===== src/sv/msdt_pkg.sv =====
// Shared types, codes and helpers for the deadline timer bank.
`default_nettype none
package msdt_pkg;
    localparam int SLOTS     = 16;
    localparam int SLOT_W    = 4;
    localparam int TIME_W    = 48;
    localparam int HALF_W    = 47;
    localparam int CNT_W     = 5;

    localparam logic [1:0] STAT_STOPPED   = 2'd0;
    localparam logic [1:0] STAT_RUNNING   = 2'd1;
    localparam logic [1:0] STAT_SUSPENDED = 2'd2;

    localparam logic [2:0] CMD_TICK    = 3'd0;
    localparam logic [2:0] CMD_ARM     = 3'd1;
    localparam logic [2:0] CMD_FORCE   = 3'd2;
    localparam logic [2:0] CMD_CANCEL  = 3'd3;
    localparam logic [2:0] CMD_SUSPEND = 3'd4;
    localparam logic [2:0] CMD_RESUME  = 3'd5;
    localparam logic [2:0] CMD_SET     = 3'd6;

    localparam logic [2:0] ERR_OK            = 3'd0;
    localparam logic [2:0] ERR_NOT_STOPPED   = 3'd1;
    localparam logic [2:0] ERR_NOT_ACTIVE    = 3'd2;
    localparam logic [2:0] ERR_NOT_RUNNING   = 3'd3;
    localparam logic [2:0] ERR_NOT_SUSPENDED = 3'd4;
    localparam logic [2:0] ERR_POOL_FULL     = 3'd5;

    localparam logic REG_MAX_ARMED   = 1'b0;
    localparam logic REG_HALF_PERIOD = 1'b1;

    typedef struct packed {
        logic              valid;
        logic [TIME_W-1:0] deadline;
        logic [SLOT_W-1:0] idx;
    } msdt_cand_t;

    typedef struct packed {
        logic              set_status;
        logic [1:0]        status;
        logic              set_deadline;
        logic [TIME_W-1:0] deadline;
        logic              set_reload;
        logic [TIME_W-1:0] reload;
        logic              set_remaining;
        logic [TIME_W-1:0] remaining;
        logic              set_rt;
        logic              rt;
        logic              clr_due;
    } msdt_wr_t;

    function automatic logic [TIME_W-1:0] sat_add(input logic [TIME_W-1:0] a,
                                                  input logic [TIME_W-1:0] b);
        logic [TIME_W:0] s;
        s = {1'b0, a} + {1'b0, b};
        return s[TIME_W] ? {TIME_W{1'b1}} : s[TIME_W-1:0];
    endfunction
endpackage
`default_nettype wire


===== src/sv/msdt_cell.sv =====
// One timer slot: its state plus one stage of the earliest-deadline search chain.
`default_nettype none
module msdt_cell
    import msdt_pkg::*;
(
    input  wire logic              clk,
    input  wire logic              rst_n,
    input  wire logic [SLOT_W-1:0] idx,
    input  wire logic              sel,
    input  wire msdt_wr_t          wr,
    input  wire logic              mark,
    input  wire logic [TIME_W-1:0] limit,
    input  wire logic              shift,
    input  wire msdt_cand_t        cand_in,
    output msdt_cand_t             cand_out,
    output logic [1:0]             status,
    output logic [TIME_W-1:0]      deadline,
    output logic [TIME_W-1:0]      reload,
    output logic [TIME_W-1:0]      remaining,
    output logic                   rt,
    output logic                   due
);
    logic [1:0]        status_reg;
    logic [TIME_W-1:0] deadline_reg, reload_reg, remaining_reg;
    logic              rt_reg, due_reg;
    msdt_cand_t        cand_reg, cand_next;

    always_comb
    begin
        cand_next = cand_in;
        // strictly less keeps the lower slot on a tie
        if (due_reg && (!cand_in.valid || deadline_reg < cand_in.deadline))
        begin
            cand_next.valid    = 1'b1;
            cand_next.deadline = deadline_reg;
            cand_next.idx      = idx;
        end
    end

    always_ff @(posedge clk or negedge rst_n)
    begin
        if (!rst_n)
        begin
            status_reg <= STAT_STOPPED;
            due_reg    <= 1'b0;
            cand_reg   <= '0;
        end
        else
        begin
            if (sel && wr.set_status)
                status_reg <= wr.status;
            if (mark)
                due_reg <= (status_reg == STAT_RUNNING) && (deadline_reg <= limit);
            else if (sel && wr.clr_due)
                due_reg <= 1'b0;
            if (shift)
                cand_reg <= cand_next;
        end
    end

    always_ff @(posedge clk)
    begin
        if (sel && wr.set_deadline)
            deadline_reg <= wr.deadline;
        if (sel && wr.set_reload)
            reload_reg <= wr.reload;
        if (sel && wr.set_remaining)
            remaining_reg <= wr.remaining;
        if (sel && wr.set_rt)
            rt_reg <= wr.rt;
    end

    assign cand_out  = cand_reg;
    assign status    = status_reg;
    assign deadline  = deadline_reg;
    assign reload    = reload_reg;
    assign remaining = remaining_reg;
    assign rt        = rt_reg;
    assign due       = due_reg;
endmodule
`default_nettype wire


===== config.mk =====
export PLATFORM = sky130hd
export DESIGN_NAME = msdt_cell
export DESIGN_NICKNAME = d
export VERILOG_FILES = /design/src/sv/msdt_pkg.sv /design/src/sv/msdt_cell.sv
export SDC_FILE = /design/constraint.sdc
export NUM_CORES = 1
export LEC_CHECK = 0
export BUFFER_PORTS_ARGS = -buffer_cell sky130_fd_sc_hd__buf_2
export CAP_MARGIN = 25
export CORE_AREA = 8 8 175 177
export DETAILED_ROUTE_END_ITERATION = 10
export DIE_AREA = 0 0 183 185
export PLACE_DENSITY = 0.68
export SETUP_SLACK_MARGIN = 0.1
export SLEW_MARGIN = 40
export SYNTH_ARGS = -nofsm -noshare
export SYNTH_HDL_FRONTEND = slang
export SYNTH_SLANG_ARGS = --single-unit

===== constraint.sdc =====
create_clock -name clk -period 3.35 [get_ports clk]
set_input_delay 0.1675 -clock clk [delete_from_list [all_inputs] [get_ports clk]]
set_output_delay 0.1675 -clock clk [all_outputs]
set_load 0.05 [all_outputs]

# --- Word-level counts from Yosys, hierarchy flattened ---
# Cells that the tools add are included.
classes:
  order_cmp: 2
  eq_ne: 1
  mux: 3
  reduce_logical: 11
op_table:
  columns: ["cell", "count"]
  rows:
  - ["$mux 53", 1]
  - ["$le 48x48->1", 1]
  - ["$lt 48x48->1", 1]
  - ["$logic_and 1x1->1", 8]
  - ["$eq 2x1->1 const B", 1]
  - ["$mux 1", 2]
  - ["$reduce_bool 2->1", 1]
  - ["$logic_not 1->1", 1]
  - ["$logic_or 1x1->1", 1]
totals:
  regBits: 201
  output_inout_bits: 201
  wordCells: 26

# --- Longest topological paths before layout ---
depth:
  ltp_word: 4
  ltp_mapped: 10
  ltp_nobuf: 8

# --- Least setup slack after synthesis ---
# OpenSTA, ideal clock, no wires.
synth_path:
  path_type: "register to register"
  from: "register deadline_reg[19], in the netlist deadline[19]"
  to: "register cand_reg, in the netlist cand_out[10]"
  arrival_ns: 2.435
  setup_slack_ns: 0.835
  stages_incl_launch_ff: 10
  path_buffers: 2
  period_less_slack_ns: 2.515
  cell_sequence: "edfxtp_1 > ha_1 > a21oi_1 > o21ai_1 > a221o_1 > a32o_1 > nor4_2 > buf_6 > buf_12 > mux2i_1"
synth_via:
  elab_chain_cells: 4
synth_lines:
  columns: ["item", "line", "source"]
  rows:
  - ["start, declared", "msdt_cell.sv:24", "logic [TIME_W-1:0] deadline_reg, reload_reg, remaining_reg;"]
  - ["start signal, assigned", "msdt_cell.sv:64", "deadline_reg <= wr.deadline;"]
  - ["$lt 48x48->1", "msdt_cell.sv:32", "if (due_reg && (!cand_in.valid || deadline_reg < cand_in.deadline))"]
  - ["$logic_or 1x1->1", "msdt_cell.sv:32", null]
  - ["$logic_and 1x1->1", "msdt_cell.sv:32", null]
  - ["$mux 53", "msdt_cell.sv:32", null]
  - ["end signal, assigned", "msdt_cell.sv:57", "cand_reg <= cand_next;"]
  - ["end, declared", "msdt_cell.sv:26", "msdt_cand_t cand_reg, cand_next;"]
# No other way between the ends.
# A chain may end at the register's enable or synchronous reset.

# --- Final worst setup path ---
layout_path:
  from: "register deadline_reg[2], in the netlist deadline[2]"
  to: "register cand_reg, in the netlist cand_out[32]"
# Same word-level chain as after synthesis.

==> out/summary.md <==
The run finished with clean final reports. Max-cap violations in this run came to 0. The number of antenna-violating nets in the routed design was 0. Kind of cell adding the most delay to the critical path: compound AO/OA/AOI/OAI gates. Counting instances in the post-synthesis netlist gives the leading cell types as edfxtp_1 (145), a21oi_1 (133), inv_1 (99), ha_1 (95), dfrtp_1 (56).

After detailed placement, the total cell area comes to 0.01256 mm^2. Counting distinct cell types in the post-synthesis netlist gives 45. Setup violations remaining at the end of the flow were counted as 0. The total count of hold-check failures in the final report was 0; the delay contributed by the slowest stage of the critical path was 0.52 ns.

The run gives 207 as the count of hold-fix buffers inserted at cts. Across the routed clock network, the largest skew measured is 0.007814 ns. The clock latency at the later pin of the worst-skew pair is 0.52 ns, and the weighted congestion at the end of routability-driven global placement is 0.8797. Among all flip-flop cells after synthesis, the most frequent one is edfxtp_1. Once the clock tree was built, the setup fixing pass inserted 0 buffers. The first detailed-routing pass ran for 5 iterations. Number of warning messages in the yosys log: 0. At the pin with the least slew margin, the transition time is 0.7823 ns. The worst hold-check path type is input port to flop.

Critical hold path startpoint: wr[152]. The die covers 0.03386 mm^2. For this design the top-level I/O count stands at 464. Startpoint kind of the worst setup timing path: a flop. Once detailed placement completed, the half-perimeter wirelength came to 28780 um. In this run the cell area of the synthesized design comes to 0.009826 mm^2.

The library cell occupying the most area in the post-synthesis netlist was edfxtp_1. The clock slew at the register clock pins of the worst setup and hold paths was 0.06 ns; the final non-filler cell area was 0.01544 mm^2. The signed area change from the synthesized netlist to the final layout works out to 57.13%. STA classifies the critical path endpoint as a flop. Data on the critical path is required at its endpoint by 3.78 ns. The worst pin sits at a relative slew slack of 47.85%. The number of flip-flops in the largest register came out at 53. Once the floorplan was initialized, standard cells occupied 34.99% of the core. Measured along the x axis, the die boundary spans 183 um.

Wires add up to 40200 um. The number of instances on the worst hold path is 3, and the initial detailed-routing violation count is 417. The most common cell in the netlist was edfxtp_1.

Entering global routing, the biggest net connects 81 pins. The analysis attributes to cell leakage a power of 7.173 nW. The run gives 3.23 ns as the worst endpoint data arrival time.

Across all register-to-register paths, the minimum setup slack is 0.56 ns. The clock net in this run drives a total of 201 sinks. The run gives 4 as the initial antenna violation count. Walking the worst path, the cells encountered are ha_1 -> a2111o_1 -> a32oi_1 -> a22oi_1 -> nor4_4 -> buf_4 -> mux2i_1.

The count of buffers added on input and output ports is 463. TritonCTS built the clock tree. The run gives 0 as the max-slew violation count.

The layout has 2357 filler cells. Global routing used 22.61% of the available tracks. Ratio of cells with drive above 1 in the final layout: 34.93%. Dividing the detail-routed via count by the number of cells gives 4.858. Sequential cells were found to cover 58.58% of the synthesized design area. For this design the ratio of total power to cell area is 524.3 mW/mm^2.

The worst flop-to-flop path startpoint was deadline[2]$_DFFE_PP_. For this run, design rule violations remaining after detail routing come to 0. In the finished design, the share of the clock period the worst path needs comes to 83.39%. Clock tree synthesis selected as its root buffer the cell clkbuf_16. Counting every net in the synthesized netlist gives 1146.

The top fanout value on the critical path is 21. The number of global-route vias before repair was 9835. In this run the critical register-to-register path is captured at cand_out[32]$_DFFE_PN0P_.

The deepest clock path buffer count is 3, and the detailed-route via count is 9113. The H-tree level count came out at 1. The number of buffers and inverters on the critical path works out to 1. Synthesis produced a netlist whose cell count is 788. The number of cells on the worst reg-to-reg path was 7.

In this run the standard cell core region covers 0.02808 mm^2. Counting the buffers created by CTS gives 24. The die is 185 um tall.

In the final layout, the multi-input gates occupy 0.003540 mm^2. The worst setup path is of the flop to flop kind. For the final routed database, the setup TNS stands at 0 ns. The routed length per placed instance is 21.43 um, and the number of gates resized after cts is 0. The achievable frequency is 358.0 MHz, and the register cell area after layout is 0.005756 mm^2. Dividing the synthesized area by the synthesized cell count gives 12.47 um^2. After synthesis, the largest area contributor takes up 44.31% of total cell area. For the finished layout, the period the worst path requires is 2.794 ns. In this run, synthesis inferred 145 flip-flops with an integrated enable. The slowest cell on the critical path is edfxtp_1. The floorplan has 62 rows.

Setup repair after global routing left no endpoint under its margin. The tools report the total grt overflow as 0. Yosys attributes the largest share of cell area to edfxtp_1 (44%), dfrtp_1 (14%), ha_1 (12%). The share of flip-flops with an asynchronous set or reset is 27.86%, and the number of flip-flops and latches in the synthesized netlist is 201.

The capture endpoint of the worst hold path was status[0]$_DFFE_PN0P_. The layout net count is 1826, and the global-route wire length before repair is 58140 um. The tools report the worst ir drop on vdd as 0.0004078 V.
[worst max-delay path by stage]
stage / slack [ns] / depth (start not counted) / start / to
2_1_floorplan: 0.84 / 9 / deadline[19]$_DFFE_PP_ / cand_out[10]$_DFFE_PN0P_
3_3_place_gp: 0.53 / 8 / deadline[15]$_DFFE_PP_ / cand_out[20]$_DFFE_PN0P_
3_5_place_dp: 0.50 / 7 / deadline[2]$_DFFE_PP_ / cand_out[25]$_DFFE_PN0P_
4_1_cts: 0.48 / 7 / deadline[2]$_DFFE_PP_ / cand_out[32]$_DFFE_PN0P_
5_1_grt: 0.33 / 8 / deadline[13]$_DFFE_PP_ / cand_out[43]$_DFFE_PN0P_
6_report: 0.56 / 7 / deadline[2]$_DFFE_PP_ / cand_out[32]$_DFFE_PN0P_
[metal layers]
metal	vias to the layer above	part of all wire [%]	global-route usage [%]
li1	4235	-	-
met1	4384	35	23.34
met2	427	51	41.32
met3	67	11	8.886
met4	0	2.9	7.612
met5	-	0	0
[cell usage in the layout (no fill, tap or decap), types with 7 or more instances in the layout]
cell,n
a21o_1,9
a21oi_1,133
buf_2,462
clkbuf_16,25
dfrtp_1,56
dlygate4sd3_1,207
edfxtp_1,145
ha_1,95
inv_1,99
mux2i_1,52
nand2_1,20
nand3_1,8
nand4_1,15
nor2_1,13
nor2b_1,55
nor3_1,7
o21ai_0,12
[through the flow]
step           util, %  worst slack [ns]  power, mW  hold WS [ns]  std cells
5_1_grt          54.96            0.3343      8.411       0.03650       1874
6_report         54.98            0.5564      8.094       0.03426       1876
4_1_cts          54.92            0.4760      8.135       0.01200       1870
2_1_floorplan        -            0.8352      4.635       -0.1281        788
3_5_place_dp     44.72            0.4957      5.291        0.2122       1619
3_3_place_gp     44.70            0.5251      5.259        0.2148       1619
[worst register-to-register path, delay by kind of cell, from the launching register on]
family | cells | cell delay (ns)
and+or+nand+nor | 1 | 0.36
AOI/OAI and AO/OA | 3 | 0.89
adders and majority gates | 1 | 0.25
muxes | 1 | 0.26
DFF | 1 | 0.52
buffers and inverters | 1 | 0.42
[kinds of logic (layout without fill, tap and decap cells)]
logic type / count (synthesis) / count (layout) / synth area share, %
flip-flops: 201 / 201 / 58.58
AO/OA/AOI/OAI: 180 / 180 / 10.28
AND/OR/NAND/NOR: 136 / 136 / 7.959
buffers and inverters: 122 / 820 / 5.565
adder cells (fa/ha/maj): 95 / 95 / 12.10
multiplexers: 54 / 54 / 5.527
other: 0 / 6 / 0
[layout make-up]
| type | count | share of cell area (%) |
|---|---|---|
| Clock inverter | 14 | 0.7780 |
| Timing Repair Buffer | 677 | 29.03 |
| Inverter | 99 | 2.407 |
| Multi-Input combinational cell | 465 | 22.93 |
| Tap cell | 384 | 3.112 |
| Clock buffer | 30 | 4.368 |
| Antenna cell | 6 | 0.09725 |
| Sequential cell | 201 | 37.28 |
[where the power goes]
part / leakage (nW) / internal [mW] / switching (mW)
registers: 2.04 / 2.95 / 0.150
logic: 4.75 / 0.763 / 1.61
clock network: 0.380 / 1.52 / 1.11
Power figures use the tool's default switching activity.
